<file path="config.mk">
export PLATFORM = sky130hd
export DESIGN_NAME = wav_sample_to_pcm16_unit
export DESIGN_NICKNAME = d
export VERILOG_FILES = /design/src/rtl/wavpcm_pkg.sv /design/src/rtl/wavpcm_cfg.sv /design/src/rtl/wavpcm_core.sv /design/src/rtl/wav_sample_to_pcm16_unit.sv
export VERILOG_INCLUDE_DIRS = /design/src /design/src/rtl
export SDC_FILE = /design/constraint.sdc
export NUM_CORES = 1
export LEC_CHECK = 0
export BUFFER_PORTS_ARGS = -buffer_cell sky130_fd_sc_hd__buf_4
export CAP_MARGIN = 20
export CELL_PAD_IN_SITES_DETAIL_PLACEMENT = 1
export CELL_PAD_IN_SITES_GLOBAL_PLACEMENT = 1
export CORE_ASPECT_RATIO = 1.5
export CORE_MARGIN = 2
export CORE_UTILIZATION = 50
export CTS_CLUSTER_SIZE = 12
export DETAILED_ROUTE_END_ITERATION = 10
export PLACE_DENSITY_LB_ADDON = 0.1
export SYNTH_ARGS = -nofsm -noshare
export SYNTH_HDL_FRONTEND = slang
export SYNTH_HIERARCHICAL = 1
export SYNTH_SLANG_ARGS = --single-unit
</file>
<file path="constraint.sdc">
create_clock -name clk_i -period 13.83 [get_ports clk_i]
set_input_delay 2.766 -clock clk_i [delete_from_list [all_inputs] [get_ports clk_i]]
set_output_delay 2.766 -clock clk_i [all_outputs]
set_load 0.01 [all_outputs]
</file>
<file path="src/rtl/assert_macros.svh">
// Assertion helpers shared by the RTL.
`ifndef ASSERT_MACROS_SVH
`define ASSERT_MACROS_SVH

// Implication checked on every rising clock edge outside reset.
`define ASSERT_IMPL(label, clk, rst_n, ante, cons) \
  label: assert property (@(posedge clk) disable iff (!rst_n) (ante) |-> (cons)) \
    else $error("assertion failed");

// Next-cycle implication checked outside reset.
`define ASSERT_NEXT(label, clk, rst_n, ante, cons) \
  label: assert property (@(posedge clk) disable iff (!rst_n) (ante) |=> (cons)) \
    else $error("assertion failed");

`endif

</file>
<file path="src/rtl/wavpcm_pkg.sv">
package wavpcm_pkg;

  typedef enum logic [2:0] {
    ST_OK          = 3'd0,
    ST_BAD_DEPTH   = 3'd1,
    ST_BAD_CODEC   = 3'd2,
    ST_PARTIAL     = 3'd3,
    ST_BAD_CHANNEL = 3'd4
  } status_e;

  localparam logic [1:0] REG_CODEC    = 2'd0;
  localparam logic [1:0] REG_BITS     = 2'd1;
  localparam logic [1:0] REG_CHANNELS = 2'd2;

  localparam logic [15:0] CODEC_PCM   = 16'd1;
  localparam logic [15:0] CODEC_FLOAT = 16'd3;

  typedef struct packed {
    logic [15:0] codec_tag;
    logic [5:0]  sample_bits;
    logic [3:0]  channel_count;
  } cfg_t;

  typedef struct packed {
    logic [15:0] sample_value;
    logic [2:0]  channel_index;
    logic        frame_end;
    logic        stream_end;
    status_e     status;
  } result_t;

  // IEEE single to int16: clamp to [-1,1] (NaN -> 1), times 32767 with RNE, truncate.
  function automatic logic [15:0] float_to_s16(input logic [31:0] w);
    logic        sgn;
    logic [7:0]  ex;
    logic [23:0] m;
    logic [38:0] prod;
    logic [7:0]  sh;
    logic [39:0] full;
    logic [23:0] r;
    logic [15:0] mag;
    logic        guard;
    logic        sticky;
    logic [38:0] smask;
    logic [15:0] res;
    begin
      sgn  = w[31];
      ex   = w[30:23];
      m    = {1'b1, w[22:0]};
      res  = 16'd0;
      if ((ex == 8'hFF && w[22:0] != 23'd0) || ex >= 8'd127) begin
        if (ex == 8'hFF && w[22:0] != 23'd0) res = 16'd32767;
        else res = sgn ? 16'h8001 : 16'd32767;
      end else if (ex < 8'd103) begin
        res = 16'd0;
      end else begin
        // value = m * 2^(ex-150); product with 32767 (15 bits)
        prod = 39'(m) * 39'd32767;
        // product has 38 or 39 bits; normalize to 24-bit mantissa with RNE
        if (prod[38]) begin
          r      = prod[38:15];
          guard  = prod[14];
          sticky = |prod[13:0];
          smask  = 39'd0;
          sh     = 8'd15;
        end else begin
          r      = prod[37:14];
          guard  = prod[13];
          sticky = |prod[12:0];
          smask  = 39'd0;
          sh     = 8'd14;
        end
        full = 40'(r) + 40'((guard && (sticky || r[0])) ? 1 : 0);
        // rounded value = full * 2^(sh + ex - 150); ex < 127, so the exponent is negative: shift right
        mag = 16'(full >> (8'd150 - ex - sh));
        if (smask != 39'd0) mag = 16'd0;
        res = sgn ? 16'(-$signed({1'b0, mag})) : mag;
      end
      return res;
    end
  endfunction

endpackage

</file>
<file path="src/rtl/wavpcm_cfg.sv">
module wavpcm_cfg (
  input  logic              clk_i,
  input  logic              rst_ni,
  input  logic              cfg_valid_i,
  input  logic [1:0]        cfg_index_i,
  input  logic [15:0]       cfg_data_i,
  output wavpcm_pkg::cfg_t  cfg_o
);
  wavpcm_pkg::cfg_t cfg_q, cfg_d;

  always_comb begin
    cfg_d = cfg_q;
    if (cfg_valid_i) begin
      case (cfg_index_i)
        wavpcm_pkg::REG_CODEC:    cfg_d.codec_tag     = cfg_data_i;
        wavpcm_pkg::REG_BITS:     cfg_d.sample_bits   = cfg_data_i[5:0];
        wavpcm_pkg::REG_CHANNELS: cfg_d.channel_count = cfg_data_i[3:0];
        default: ;
      endcase
    end
  end

  always_ff @(posedge clk_i or negedge rst_ni) begin
    if (!rst_ni) begin
      cfg_q.codec_tag     <= wavpcm_pkg::CODEC_PCM;
      cfg_q.sample_bits   <= 6'd16;
      cfg_q.channel_count <= 4'd2;
    end else begin
      cfg_q <= cfg_d;
    end
  end

  assign cfg_o = cfg_q;
endmodule

</file>
<file path="src/rtl/wavpcm_core.sv">
`include "assert_macros.svh"
module wavpcm_core #(
  parameter int unsigned MaxChannels = 8
) (
  input  logic                 clk_i,
  input  logic                 rst_ni,
  input  wavpcm_pkg::cfg_t     cfg_i,
  input  logic                 in_fire_i,
  input  logic [7:0]           data_byte_i,
  input  logic                 last_byte_i,
  output logic                 res_valid_o,
  output wavpcm_pkg::result_t  res_o
);
  logic [23:0] gather_q, gather_d;
  logic [1:0]  bpos_q, bpos_d;
  logic [2:0]  chpos_q, chpos_d;

  wavpcm_pkg::status_e st;
  logic [1:0]  bps_m1;
  logic        sample_done, frame_done;
  logic [31:0] word;
  logic [15:0] value;

  always_comb begin
    if (cfg_i.channel_count == 4'd0 || 32'(cfg_i.channel_count) > MaxChannels)
      st = wavpcm_pkg::ST_BAD_CHANNEL;
    else if (cfg_i.sample_bits != 6'd8 && cfg_i.sample_bits != 6'd16 &&
             cfg_i.sample_bits != 6'd24 && cfg_i.sample_bits != 6'd32)
      st = wavpcm_pkg::ST_BAD_DEPTH;
    else if (cfg_i.codec_tag != wavpcm_pkg::CODEC_PCM &&
             cfg_i.codec_tag != wavpcm_pkg::CODEC_FLOAT)
      st = wavpcm_pkg::ST_BAD_CODEC;
    else
      st = wavpcm_pkg::ST_OK;
  end

  assign bps_m1      = cfg_i.sample_bits[4:3] - 2'd1;
  assign sample_done = bpos_q >= bps_m1;
  assign frame_done  = {1'b0, chpos_q} >= (cfg_i.channel_count - 4'd1);

  // Merge the closing byte over the gathered ones; a depth change mid-sample
  // can leave earlier bytes in the same lane.
  always_comb begin
    word = {8'd0, gather_q};
    case (bps_m1)
      2'd0:    word[7:0]   = gather_q[7:0]   | data_byte_i;
      2'd1:    word[15:8]  = gather_q[15:8]  | data_byte_i;
      2'd2:    word[23:16] = gather_q[23:16] | data_byte_i;
      default: word[31:24] = data_byte_i;
    endcase
  end

  always_comb begin
    case (cfg_i.sample_bits)
      6'd8:    value = {word[7] ^ 1'b1, word[6:0], 8'd0};
      6'd16:   value = word[15:0];
      6'd24:   value = word[23:8];
      default: value = (cfg_i.codec_tag == wavpcm_pkg::CODEC_FLOAT) ?
                       wavpcm_pkg::float_to_s16(word) : word[31:16];
    endcase
  end

  wavpcm_pkg::result_t r;
  logic                rv;

  always_comb begin
    gather_d = gather_q;
    bpos_d   = bpos_q;
    chpos_d  = chpos_q;
    rv       = 1'b0;
    r        = '{16'd0, 3'd0, 1'b0, 1'b1, wavpcm_pkg::ST_PARTIAL};
    if (in_fire_i) begin
      if (st != wavpcm_pkg::ST_OK) begin
        r.status = st;
        rv = last_byte_i;
      end else if (!sample_done) begin
        case (bpos_q)
          2'd0:    gather_d[7:0]   = gather_d[7:0]   | data_byte_i;
          2'd1:    gather_d[15:8]  = gather_d[15:8]  | data_byte_i;
          default: gather_d[23:16] = gather_d[23:16] | data_byte_i;
        endcase
        bpos_d = bpos_q + 2'd1;
        rv = last_byte_i;
      end else begin
        gather_d = 24'd0;
        bpos_d   = 2'd0;
        chpos_d  = frame_done ? 3'd0 : chpos_q + 3'd1;
        rv = 1'b1;
        if (!(last_byte_i && !frame_done))
          r = '{value, chpos_q, frame_done, last_byte_i, wavpcm_pkg::ST_OK};
      end
      if (last_byte_i) begin
        gather_d = 24'd0;
        bpos_d   = 2'd0;
        chpos_d  = 3'd0;
      end
    end
  end

  always_ff @(posedge clk_i or negedge rst_ni) begin
    if (!rst_ni) begin
      gather_q <= 24'd0;
      bpos_q   <= 2'd0;
      chpos_q  <= 3'd0;
    end else begin
      gather_q <= gather_d;
      bpos_q   <= bpos_d;
      chpos_q  <= chpos_d;
    end
  end

  assign res_valid_o = rv;
  assign res_o       = r;

  `ASSERT_NEXT(a_last_clears, clk_i, rst_ni, in_fire_i && last_byte_i,
               bpos_q == 2'd0 && chpos_q == 3'd0 && gather_q == 24'd0)
  `ASSERT_IMPL(a_err_zero, clk_i, rst_ni, rv && r.status != wavpcm_pkg::ST_OK,
               r.sample_value == 16'd0 && r.stream_end)
  `ASSERT_IMPL(a_res_needs_in, clk_i, rst_ni, rv, in_fire_i)
endmodule

</file>
<file path="src/rtl/wav_sample_to_pcm16_unit.sv">
// WAV data-chunk byte stream to signed 16-bit PCM samples.
// Input channel (s_axis_*): one payload byte per transfer, tlast = last byte
// of the chunk. Output channel (m_axis_*): one converted sample per transfer,
// tdata = sample value, tlast = stream end, tuser = channel, frame end, status.
// Configuration channel (cfg_*): index 0 codec tag, 1 bits per sample,
// 2 channel count; write only while the stream is idle.
// Throughput: one byte per cycle while s_axis_tready is high; the byte that
// completes a sample (or the flagged last byte) yields its result in the
// output register in the next cycle. Conversion, including float scaling,
// is one combinational pass between the position/gather registers and the result register.
// When the receiver stalls, the result register holds and s_axis_tready
// stays high only if that register is empty or drains in the same cycle.
// Reset restores codec 1, 16 bits, two channels and clears all positions
// and the output valid flag.
`include "assert_macros.svh"
module wav_sample_to_pcm16_unit #(
  parameter int unsigned MAX_CHANNELS = 8
) (
  input  logic        clk_i,
  input  logic        rst_ni,
  input  logic        s_axis_tvalid,
  output logic        s_axis_tready,
  input  logic [7:0]  s_axis_tdata,   // [7:0] data_byte
  input  logic        s_axis_tlast,   // last_byte
  output logic        m_axis_tvalid,
  input  logic        m_axis_tready,
  output logic [15:0] m_axis_tdata,   // [15:0] sample_value
  output logic        m_axis_tlast,   // stream_end
  output logic [7:0]  m_axis_tuser,   // [2:0] channel_index, [3] frame_end,
                                      // [6:4] status, [7] zero
  input  logic        cfg_valid_i,
  output logic        cfg_ready_o,
  input  logic [1:0]  cfg_index_i,
  input  logic [15:0] cfg_data_i
);
  wavpcm_pkg::cfg_t    cfg;
  wavpcm_pkg::result_t res, out_q;
  logic                res_valid, in_fire, out_v_q;

  assign cfg_ready_o   = 1'b1;
  assign s_axis_tready = !out_v_q || m_axis_tready;
  assign in_fire       = s_axis_tvalid && s_axis_tready;

  wavpcm_cfg u_cfg (
    .clk_i, .rst_ni, .cfg_valid_i, .cfg_index_i, .cfg_data_i, .cfg_o(cfg)
  );

  wavpcm_core #(.MaxChannels(MAX_CHANNELS)) u_core (
    .clk_i, .rst_ni, .cfg_i(cfg), .in_fire_i(in_fire),
    .data_byte_i(s_axis_tdata), .last_byte_i(s_axis_tlast),
    .res_valid_o(res_valid), .res_o(res)
  );

  // Output register: load on a new result, drop after a transfer.
  always_ff @(posedge clk_i or negedge rst_ni) begin
    if (!rst_ni) begin
      out_v_q <= 1'b0;
    end else if (s_axis_tready) begin
      out_v_q <= res_valid;
    end
  end

  always_ff @(posedge clk_i) begin
    if (s_axis_tready && res_valid) out_q <= res;
  end

  assign m_axis_tvalid = out_v_q;
  assign m_axis_tdata  = out_q.sample_value;
  assign m_axis_tlast  = out_q.stream_end;
  assign m_axis_tuser  = {1'b0, out_q.status, out_q.frame_end, out_q.channel_index};

  `ASSERT_NEXT(a_hold_stall, clk_i, rst_ni, m_axis_tvalid && !m_axis_tready,
               m_axis_tvalid && $stable(m_axis_tdata))
  `ASSERT_IMPL(a_ready_when_empty, clk_i, rst_ni, !m_axis_tvalid, s_axis_tready)
endmodule

</file>
## After elaboration in Yosys (flattened, before gate mapping)

Index checks and enable logic that the tools add are counted.
W data, S select, Z words.

- Add/subtract/negate cells: 8
- Multipliers: 1
- Magnitude comparators: 5
- Equal/unequal tests: 18
- Shift-type cells: 1
- Mux-type cells: 57
- Bitwise operators: 6
- Reduce and logical (&&, ||, !) cells: 39

Operator list:

| operator | number |
|---|---|
| $mux W24 | 7 |
| $mux W16 | 10 |
| $mux W39 | 3 |
| $mux W8 | 10 |
| $pmux W16 S3 | 1 |
| $add A24 B40 Y40 | 1 |
| $shr A40 B8 Y16 | 1 |
| $mul A24 B15 Y39 const B | 1 |
| $reduce_bool A39 Y1 | 1 |
| $mux W3 | 8 |
| $or A8 B8 Y8 | 3 |
| $reduce_bool A23 Y1 | 1 |
| $eq A16 B2 Y1 const B | 1 |
| $ne A16 B1 Y1 const B | 1 |
| $ne A16 B2 Y1 const B | 1 |
| $neg A16 Y16 | 1 |
| $reduce_or A14 Y1 | 1 |
| $mux W1 | 13 |
| $reduce_or A13 Y1 | 1 |
| $eq A6 B5 Y1 const B | 2 |
| $ne A6 B5 Y1 const B | 2 |
| $reduce_and A3 Y1 | 4 |
| $mux W2 | 5 |
| $logic_and A1 B1 Y1 | 9 |
| 30 further kinds | 47 |

- Register bits: 80
- Bits of input ports: 32
- Output and inout port bits: 28

## Longest topological paths before layout

Gate-level depths: netlist of run 1.

- Depth in word-level cells: 24
- Depth in mapped cells: 50

## Modules after synthesis

The synthesis of run 1 kept the hierarchy.

Modules (own cells, without submodules):

| module | instances | cells an instance | area an instance (sq um) |
|---|---|---|---|
| wavpcm_core | 1 | 1761 | 13974.7 |
| wavpcm_cfg | 1 | 56 | 992.2 |
| wav_sample_to_pcm16_unit | 1 | 33 | 800.8 |

## Worst setup path after synthesis of run 1

No wires, ideal clock.

- Path type: input -> register
- Start point: in s_axis_tdata[6]
- End point: reg out_q (netlist bit m_axis_tdata[9]), data pin
- Library setup time: 261 ps
- Arrival: 13220 ps
- Required time: 13569 ps
- Path slack: 349 ps
- Cell stages on the path: 44
- Cell sequence: clkbuf_1 a21oi_1 inv_1 fa_1 inv_1 fa_1 fa_1 fa_1 fa_1 inv_1 fa_1 inv_1 ha_1 buf_2 a21oi_1 o21ai_1 a311oi_1 nor2_1 [8 not listed] a21oi_1 o21ai_0 xor2_1 and2_1 clkbuf_1 nand2_1 clkbuf_1 nor2_1 mux2i_1 a21oi_1 o31ai_2 o2111ai_1 a32oi_1 nand4_4 o31ai_2 xnor2_1 nor3_1 o311a_1

- Cells in the longest elaborated chain, start to end: 23
- Elaborated cells between the ends (all ways): 50

Ends and longest elaborated chain:

| what | line | text |
|---|---|---|
| from (decl) | wav_sample_to_pcm16_unit.sv:23 | `input logic [7:0] s_axis_tdata,` |
| $or A8 B8 Y8 | wavpcm_core.sv:46 | `2'd0: word[7:0] = gather_q[7:0] \| data_byte_i;` |
| $mux W8 | wavpcm_core.sv:45 | `case (bps_m1)` |
| $mul A24 B15 Y39 | wavpcm_pkg.sv:58 | `prod = 39'(m) * 39'd32767;` |
| $reduce_or A14 Y1 / $reduce_or A13 Y1 (equally long branches) | wavpcm_pkg.sv:63, wavpcm_pkg.sv:69 |  |
| $mux W1 | wavpcm_pkg.sv:60 | `if (prod[38]) begin` |
| $mux W1 | wavpcm_pkg.sv:54 | `end else if (ex < 8'd103) begin` |
| $mux W1 | wavpcm_pkg.sv:51 | `if ((ex == 8'hFF && w[22:0] != 23'd0) \|\| ex >= 8'd127) begin` |
| $mux W1 | wavpcm_core.sv:54 | `case (cfg_i.sample_bits)` |
| [7 not listed] | - |  |
| $mux W16 | wavpcm_pkg.sv:51 |  |
| $mux W16 | wavpcm_core.sv:54 |  |
| $neg A16 Y16 | wavpcm_pkg.sv:77 | `res = sgn ? 16'(-$signed({1'b0, mag})) : mag;` |
| $mux W16 | wavpcm_pkg.sv:77 |  |
| $mux W16 | wavpcm_pkg.sv:54 |  |
| $mux W16 (*) | wavpcm_pkg.sv:51 |  |
| $mux W16 (*) | wavpcm_core.sv:58 | `default: value = (cfg_i.codec_tag == wavpcm_pkg::CODEC_FLOAT) ?` |
| $pmux W16 S3 (*) | wavpcm_core.sv:54 |  |
| to (signal assigned) | wav_sample_to_pcm16_unit.sv:64 | `if (s_axis_tready && res_valid) out_q <= res;` |
| to (decl) | wav_sample_to_pcm16_unit.sv:37 | `wavpcm_pkg::result_t res, out_q;` |

Every way passes the cells marked *; elsewhere a longest branch is shown, timed or not. The select of a mux whose other input is x is not followed.
A chain may end at the register's enable or synchronous reset.

## Final worst setup path of run 1

- Start point: in s_axis_tdata[5]
- End point: reg out_q (netlist bit m_axis_tdata[11]), data pin

- Cells in the longest elaborated chain, start to end: 23
- Elaborated cells between the ends (all ways): 50

Ends and longest elaborated chain:

| what | line |
|---|---|
| $or A8 B8 Y8, on equally long branches | wavpcm_core.sv:46, wavpcm_core.sv:47 |
| $mux W8 | wavpcm_core.sv:45 |
| $mul A24 B15 Y39 | wavpcm_pkg.sv:58 |
| $reduce_or A14 Y1 / $reduce_or A13 Y1 (equally long branches) | wavpcm_pkg.sv:63, wavpcm_pkg.sv:69 |
| $mux W1 | wavpcm_pkg.sv:60 |
| $mux W1 | wavpcm_pkg.sv:54 |
| $mux W1 | wavpcm_pkg.sv:51 |
| $mux W1 | wavpcm_core.sv:54 |
| [7 not listed] | - |
| $mux W16 | wavpcm_pkg.sv:51 |
| $mux W16 | wavpcm_core.sv:54 |
| $neg A16 Y16 | wavpcm_pkg.sv:77 |
| $mux W16 | wavpcm_pkg.sv:77 |
| $mux W16 | wavpcm_pkg.sv:54 |
| $mux W16 (*) | wavpcm_pkg.sv:51 |
| $mux W16 (*) | wavpcm_core.sv:58 |
| $pmux W16 S3 (*) | wavpcm_core.sv:54 |

Marks and branches as above.

==> metrics, run 1 <==
post-synth cell types=roughly 110; Placement Rows=just under 80; CP max stage delay=580 ps; CP Data Required Time=13980 ps; CP Data Arrival Time=approximately 13000 ps; Tightest Hold Check Type=reg -> reg; vias=around 15000; CP Launch Type=input port; H-tree depth=3; Die Width=around 150 µm; die area=between 0.03 and 0.04 mm²; share of cells above drive strength 1=13.2%; Starting Density=between 50% and 60%; number of global-route vias before repair=between 15000 and 20000; Post-Syn Area=0.0158 mm²; area share of the largest cell type after synthesis=approximately a fifth; YS warnings=6; TritonCTS clock tree=yes; Hold Fails Final Rpt=0; Tmin final=13240 ps; kind of critical path=in -> reg; Core ar.=0.0310 mm²; synthesized area per cell=between 8 and 9 µm²; CP max stage cell=fa_1; run status=complete, no violations; Crit. End Element=flip-flop; Iteration-0 DRC Markers=around 800; Longest Clk Path Bufs=2; FMAX=0.0755 GHz; Post-synth EDFFs=24; number of cells produced by synthesis=around 1900; # clock sinks=80; dominant cell type by area after synthesis=fa_1; Crit Path Max Fanout=13; TritonRoute pass-1 iters=5; Crit Reg-Reg Startpoint=u_cfg/cfg_o[8]; synthesized flop and latch total=80; number of max-cap violations=0; # fillers=approximately 3800; post-route ant nets=0; global route total overflow=0; reg-to-reg slack, setup=between 1500 and 2000 ps; # IOs=60; post-synthesis sequential area ratio=a little over an eighth; Clock Latency Late Sink=~360 ps; RSZ-0062 raised after global routing=no; Post-synth ARST share=70.0%; GP Congestion=between 0.9 and 1; placed insts=2278; Syn Nets=roughly 2200; cts bufs inserted=9; Port Buffers=57; post-cts hold buffer count=0; Crit. Startpoint=s_axis_tdata[5]; Synth area leaders=fa_1, ha_1, dfrtp_1; DP HPWL=about 48000 µm; global-route wire length before repair=88200 µm; vias per cell=6.38; Top FF cell, synth=dfrtp_1; Area Overhead vs Synth=8.37%; WL/cell=24.8 µm; initial antenna violation count=0; Hold WS=between 500 and 600 ps; Routed WL=between 50000 and 60000 µm; largest net degree at the start of global routing=57; Final period util=a little over nine tenths; clock root buffer=clkbuf_16; Rel. slew slack=a little under a third; max-slew violation count=0; setup TNS=0 ps; Fin Clk Skew=approximately 10 ps; diode count=0; clk slew on worst S/H paths=around 60 ps; Non-Filler Instances=2298; GRT Overall Usage=34.6%; DRC violations left=0; Slew @ Worst Pin=1030 ps; min-delay src=u_core/gather_q[0]; final setup vio count=0; nets=about 2200; chip height=around 220 µm
registers in the layout (all words and copies together), names as in the netlist:
signal,flops
u_core/chpos_q,3
m_axis_tvalid,1
u_core/bpos_q,2
m_axis_tuser,7
m_axis_tdata,16
u_cfg/cfg_o,26
m_axis_tlast,1
u_core/gather_q,24
synth_stat cells, types with 7 or more instances:
cell type and count:
a211oi_1 11, a21boi_0 7, a21o_1 20, a21oi_1 153, a221oi_1 12, a22oi_1 9
a31oi_1 17, and2_1 23, and3_1 9, and4_1 12, buf_2 23, buf_4 9
clkbuf_1 47, dfrtp_1 53, edfxtp_1 24, fa_1 166, ha_1 125, inv_1 250
mux2_2 32, mux2i_1 21, nand2_1 129, nand2b_1 11, nand3_1 27, nand4_1 36
nor2_1 121, nor3_1 49, nor4_1 12, o211ai_1 28, o21a_1 13, o21ai_0 95
o21ai_1 14, o21bai_1 9, o221ai_1 7, o22ai_1 8, o31ai_1 7, or3_1 13
xnor2_1 45, xor2_1 21
cell usage in the layout, fill, tap and decap left out, drive strengths merged, types with 52 or more instances in the layout:
cell type  Yosys  routed
nor2         122     122
o21ai        113     113
a21oi        157     157
fa           166     166
nor3          52      52
nand2        130     130
buf           38     112
inv          252     253
ha           125     125
dfrtp         53      53
worst max-delay path: cells and delay by family:
| family | cells | cell delay (ps) |
|---|---|---|
| fa+ha+maj | 10 | 3910 |
| simple gates | 5 | 1190 |
| buf+inv | 8 | 920 |
| xor+xnor | 3 | 640 |
| compound gates | 15 | 3920 |
final cells by class:
cell class              instances  area, µm²  area share [%]
multi-input cells            1432      12300            72.2
well taps                     405        507            2.97
clock buffers                  12        256            1.50
flip-flops and latches         80       2130            12.4
clock inverters                 4       52.6           0.308
inverters                     253        950            5.56
repair buffers                112        858            5.02
stage by stage:
step	utilization (%)	setup WS [ps]	instance area (µm²)
after CTS	54.8	469	17000
after global placement	53.8	311	16700
after floorplan	-	349	15800
after detailed placement	53.8	179	16700
final	55.1	591	17100
after global routing	55.1	22.3	17100
timing repair:
item | CTS | global route
buffers inserted | 0 | 2
setup endpoints to repair | 0 | 14
resized for setup | 0 | 9
path summary, 6_finish.rpt:
kind / cells after the start / endpoint
setup / recovery: 41 / m_axis_tdata[11]
hold / removal: 2 / u_core/gather_q[0]
setup reg to reg: 42 / m_axis_tdata[11]
hold reg to reg: 2 / u_core/gather_q[0]
max in group asynchronous: 1 / u_cfg/cfg_o[24]
min in group asynchronous: 1 / u_core/chpos_q[1]
layer usage:
layer / GRT usage (%) / part of all wire, %
met2: 62.3 / 52
met5: 0 / 0
met4: 17.0 / 5.2
met1: 40.5 / 38
met3: 3.77 / 4.4
cell families (layout without fill, tap and decap cells):
group | after synthesis | after routing | share of synthesized area, %
buf+inv | 338 | 381 | 8.59
flops | 80 | 80 | 13.5
other cells | 2 | 2 | 0.0476
mux | 54 | 54 | 3.76
fa+ha+maj | 292 | 292 | 31.1
xor+xnor | 66 | 66 | 3.67
simple gates | 493 | 493 | 16.2
compound gates | 525 | 525 | 23.2
Power of run 1 is not shown: default switching activity piles up to over one toggle a cycle in this logic, so the estimate is an artifact.
==> run 2: changes to the inputs <==
==> constraint.sdc (replaced) <==
create_clock -name clk_i -period 16.4 [get_ports clk_i]
set_input_delay 3.28 -clock clk_i [delete_from_list [all_inputs] [get_ports clk_i]]
set_output_delay 3.28 -clock clk_i [all_outputs]
set_load 0.01 [all_outputs]
==> metrics, run 2 (synthesis gave the netlist of run 1 again) <==
nets=2173 (-1.7%); reg-to-reg slack, setup=2730 ps (+920 ps); run status=complete, no violations; Crit Reg-Reg Startpoint=u_cfg/cfg_o[8]; CP max stage cell=a21oi_1; number of global-route vias before repair=15900 (+1.2%); largest net degree at the start of global routing=57 (unchanged); Slew @ Worst Pin=1040 ps (+2.19 ps); Rel. slew slack=30.0% (-0.18 points); CP Data Arrival Time=14990 ps (+1600 ps); met1 Usage GRT=40.4% (-0.10 points); post-CTS setup buffer count=0 (unchanged); Tightest Hold Check Type=reg -> reg; initial antenna violation count=0 (unchanged); clock root buffer=clkbuf_16; Longest Clk Path Bufs=2 (unchanged); post-cts hold buffer count=0 (unchanged); TritonRoute pass-1 iters=5 (unchanged); Die Width=149 µm (unchanged); hold path endpoint=u_core/gather_q[10]; CP Launch Type=input port; R2R Path End=m_axis_tdata[9]; GR peak layer=met2; Placement Rows=79 (unchanged); Starting Density=50.8% (unchanged); commonest non-fill, non-tap cell in the layout=inv_1; # fillers=3772 (+0.53%); met3 Usage GRT=3.37% (-0.39 points); M2 GR Usage=63.0% (+0.73 points); vias=14700 (+0.020%); CP max stage delay=790 ps (+210 ps); post-route ant nets=0 (unchanged); post-cts resize count=0 (unchanged); setup TNS=0 ps (unchanged); DP HPWL=48000 µm (+0.42%); Hold Fails Final Rpt=0 (unchanged); H-tree depth=3 (unchanged); Final period util=approximately 91%; max-slew violation count=0 (unchanged); diode count=0 (unchanged); global-route wire length before repair=89200 µm (+1.2%); number of cells on the worst reg-to-reg path=41 (-2.4%); CP Data Required Time=16500 ps (+2520 ps); Core ar.=0.0310 mm² (unchanged); GP Congestion=0.956 (+2.6%); DRC violations left=0 (unchanged); global route total overflow=0 (unchanged); share of cells above drive strength 1=11.0% (-2.2 points); final setup vio count=0 (unchanged); # clock sinks=80 (unchanged); Non-Filler Instances=2260 (-1.7%); Iteration-0 DRC Markers=1040 (+30%); clk slew on worst S/H paths=70 ps (about the same); number of max-cap violations=0 (unchanged); TritonCTS clock tree=yes; die area=0.0330 mm² (unchanged); max FFs per register=26 (unchanged); Tmin final=14890 ps; Crit. End Element=flip-flop; post-layout util=53.9% (-1.2 points); FMAX=approximately 0.067 GHz; RSZ-0062 raised after global routing=no; Port Buffers=57 (unchanged); # IOs=60 (unchanged); cell count of the worst hold path=2 (unchanged); Routed WL=57200 µm (+0.20%); chip height=221 µm (unchanged); Crit Path Max Fanout=14 (+1); Clock Latency Late Sink=350 ps (about the same); WL/cell=25.3 µm (+1.9%); kind of critical path=in -> reg; Area Overhead vs Synth=6.09%; cts bufs inserted=9 (unchanged); Fin Clk Skew=9.32 ps (-0.946 ps); GRT Overall Usage=34.8% (+0.22 points); commonest non-fill, non-tap cells in the layout=inv_1, fa_1, a21oi_1; min-delay src=u_core/gather_q[10]; placed insts=2243 (-1.5%); vias per cell=6.48 (+1.7%)
-- run 2: cell types whose count changed in the layout (fill, tap and decap cells not counted), moves of 2 or more --
cell,change
nand2_2,-2
a21oi_2,-2
a21oi_1,+2
nand2_1,+2
clkbuf_8,-2
buf_4,-37
-- run 2: stage by stage --
stage	setup slack [ps]	area [µm²]	hold WS, ps
after floorplan	2410	15800	463
after global placement	1510	16400	477
after detailed placement	1380	16400	484
after CTS	1730	16700	500
after global routing	794	16700	516
final	1510	16700	503
-- run 2: how the worst max path moves through the flow --
| stage | depth (start not counted) | from | slack [ps] | to |
|---|---|---|---|---|
| floorplan | 44 | s_axis_tdata[6] | 2410 | m_axis_tdata[9] |
| global placement | 40 | s_axis_tdata[5] | 1510 | m_axis_tdata[9] |
| detailed placement | 40 | s_axis_tdata[5] | 1380 | m_axis_tdata[9] |
| CTS | 40 | s_axis_tdata[5] | 1730 | m_axis_tdata[9] |
| global route | 41 | s_axis_tdata[5] | 790 | m_axis_tdata[8] |
| finish | 40 | s_axis_tdata[6] | 1510 | m_axis_tdata[9] |
-- run 2: routing by layer --
layer | share of wire [%] | routed length (µm)
met5 | 0 | 0
met2 | 52 | 29800
met1 | 38 | 21800
met4 | 5.8 | 3290
met3 | 4.1 | 2340
-- run 2: worst max-delay path: cells and delay by family --
| family | cells | cell delay (ps) |
|---|---|---|
| buffers and inverters | 7 | 530 |
| adders and majority gates | 10 | 3910 |
| AOI/OAI and AO/OA | 12 | 3930 |
| and+or+nand+nor | 8 | 2530 |
| xor gates and xnor gates | 3 | 760 |
-- run 2: cell type report --
cell class / count / area [µm²] / area share [%]
well taps: 405 / 507 / 3.03
multi-input cells: 1432 / 12300 / 73.5
clock inverters: 7 / 53.8 / 0.322
inverters: 253 / 950 / 5.68
repair buffers: 74 / 573 / 3.43
clock buffers: 9 / 225 / 1.35
flip-flops and latches: 80 / 2130 / 12.7
Power of run 2 is left out for the same reason.
==> run 3: changes to the inputs <==
--- a/config.mk
+++ b/config.mk
@@ -8,7 +8,7 @@
 export LEC_CHECK = 0
 export BUFFER_PORTS_ARGS = -buffer_cell sky130_fd_sc_hd__buf_4
 export CAP_MARGIN = 20
-export CELL_PAD_IN_SITES_DETAIL_PLACEMENT = 1
+export CELL_PAD_IN_SITES_DETAIL_PLACEMENT = 0
 export CELL_PAD_IN_SITES_GLOBAL_PLACEMENT = 1
 export CORE_ASPECT_RATIO = 1.5
 export CORE_MARGIN = 2
==> metrics, run 3 (synthesis gave the netlist of run 1 again) <==
initial antenna violation count=0 (unchanged); share of cells above drive strength 1=11.0% (unchanged); WL/cell=22.9 µm (-9.6%); FMAX=0.0677 GHz (+0.78%); cts bufs inserted=9 (unchanged); vias=14200 (-3.4%); Crit Path Max Fanout=14 (unchanged); die area=0.0330 mm² (unchanged); CP Buf/Inv Count=7 (unchanged); GP Congestion=0.956 (unchanged); Placement Rows=79 (unchanged); post-route ant nets=0 (unchanged); TritonCTS clock tree=yes; Clock Latency Late Sink=360 ps (about the same); Iteration-0 DRC Markers=1132 (+8.8%); largest net degree at the start of global routing=57 (unchanged); Hold WS=497 ps (-6.13 ps); Core ar.=0.0310 mm² (unchanged); Port Buffers=57 (unchanged); post-cts resize count=0 (unchanged); Fin Clk Skew=14.0 ps (+4.73 ps); Slew @ Worst Pin=1150 ps (+112 ps); Die Width=149 µm (unchanged); Area after DPL=0.0164 mm² (unchanged); Crit. End Element=flip-flop; Routed WL=51700 µm (-9.6%); post-CTS setup buffer count=0 (unchanged); number of global-route vias before repair=14300 (-10%); diode count=0 (unchanged); chip height=221 µm (unchanged); max-slew violation count=0 (unchanged); vias per cell=6.26 (-3.4%); run status=complete, no violations; nets=2173 (unchanged); Final period util=90.1% (-0.70 points); # IOs=60 (unchanged); Rel. slew slack=22.5% (-7.6 points); Area Overhead vs Synth=6.24%; global-route wire length before repair=80300 µm (-10%); Final Cell Area=0.0168 mm² (+0.14%); TritonRoute pass-1 iters=5 (unchanged); CP Launch Type=input port; CP Data Required Time=16510 ps (about the same); # clock sinks=80 (unchanged); post-cts hold buffer count=0 (unchanged); kind of critical path=in -> reg; CP max stage delay=760 ps (-30 ps); max FFs per register=26 (unchanged); Tmin final=14780 ps (-115 ps); clk slew on worst S/H paths=70 ps (about the same); CP Data Arrival Time=14890 ps (-100 ps); Hold Fails Final Rpt=0 (unchanged); commonest non-fill, non-tap cells in the layout=inv_1, fa_1, a21oi_1; setup TNS=0 ps (unchanged); largest delay contributor family on the critical path=adder cells; Longest Clk Path Bufs=2 (unchanged); commonest non-fill, non-tap cell in the layout=inv_1; GRT Overall Usage=31.4% (-3.5 points); H-tree depth=3 (unchanged); number of max-cap violations=0 (unchanged); Tightest Hold Check Type=reg -> reg; final setup vio count=0 (unchanged); CP max stage cell=a21oi_1; clock root buffer=clkbuf_16; DRC violations left=0 (unchanged); global route total overflow=0 (unchanged); Starting Density=50.8% (unchanged); RSZ-0062 raised after global routing=no; DP HPWL=42900 µm (-10%)
## run 3: layout make-up
| cell class | count | area, µm² |
|---|---|---|
| clock buffers | 11 | 264 |
| clock inverters | 5 | 36.3 |
| fillers | 3067 | 14300 |
| inverters | 253 | 950 |
| multi-input cells | 1432 | 12300 |
| flip-flops and latches | 80 | 2130 |
| well taps | 405 | 507 |
| repair buffers | 74 | 576 |
## run 3: path summary, 6_finish.rpt
kind | startpoint | to | slack, ps | depth (start not counted)
setup / recovery | s_axis_tdata[5] | m_axis_tdata[9] | 1620 | 40
hold / removal | u_core/gather_q[18] | u_core/gather_q[18] | 500 | 2
setup reg to reg | u_cfg/cfg_o[8] | m_axis_tdata[9] | 2930 | 41
hold reg to reg | u_core/gather_q[18] | u_core/gather_q[18] | 500 | 2
max in group asynchronous | rst_ni | u_cfg/cfg_o[20] | 12900 | 1
min in group asynchronous | rst_ni | u_core/chpos_q[2] | 2960 | 1
## run 3: worst min-delay path: cells and delay by family (launching register included)
kind | cells | cell delay [ps]
flip-flops | 1 | 340
AND/OR/NAND/NOR | 1 | 70
AO/OA/AOI/OAI | 1 | 50
## run 3: layer usage
layer / up-vias / wire length [µm] / GRT usage [%] / part of all wire (%)
met5: - / 0 / 0 / 0
met1: 7004 / 20600 / 38.5 / 40
met2: 492 / 26500 / 55.9 / 51
met4: 0 / 2180 / 12.7 / 4.2
met3: 118 / 2360 / 3.05 / 4.6
li1: 6540 / - / - / -
## run 3: per-stage QoR
step / util (%) / setup slack [ps] / instances
finish: 54.0 / 1620 / 2260
floorplan: - / 2410 / 1850
CTS: 53.9 / 1790 / 2259
detailed placement: 52.9 / 1430 / 2243
global route: 54.0 / 896 / 2260
global placement: 52.9 / 1510 / 2242
Power of run 3 is left out for the same reason.
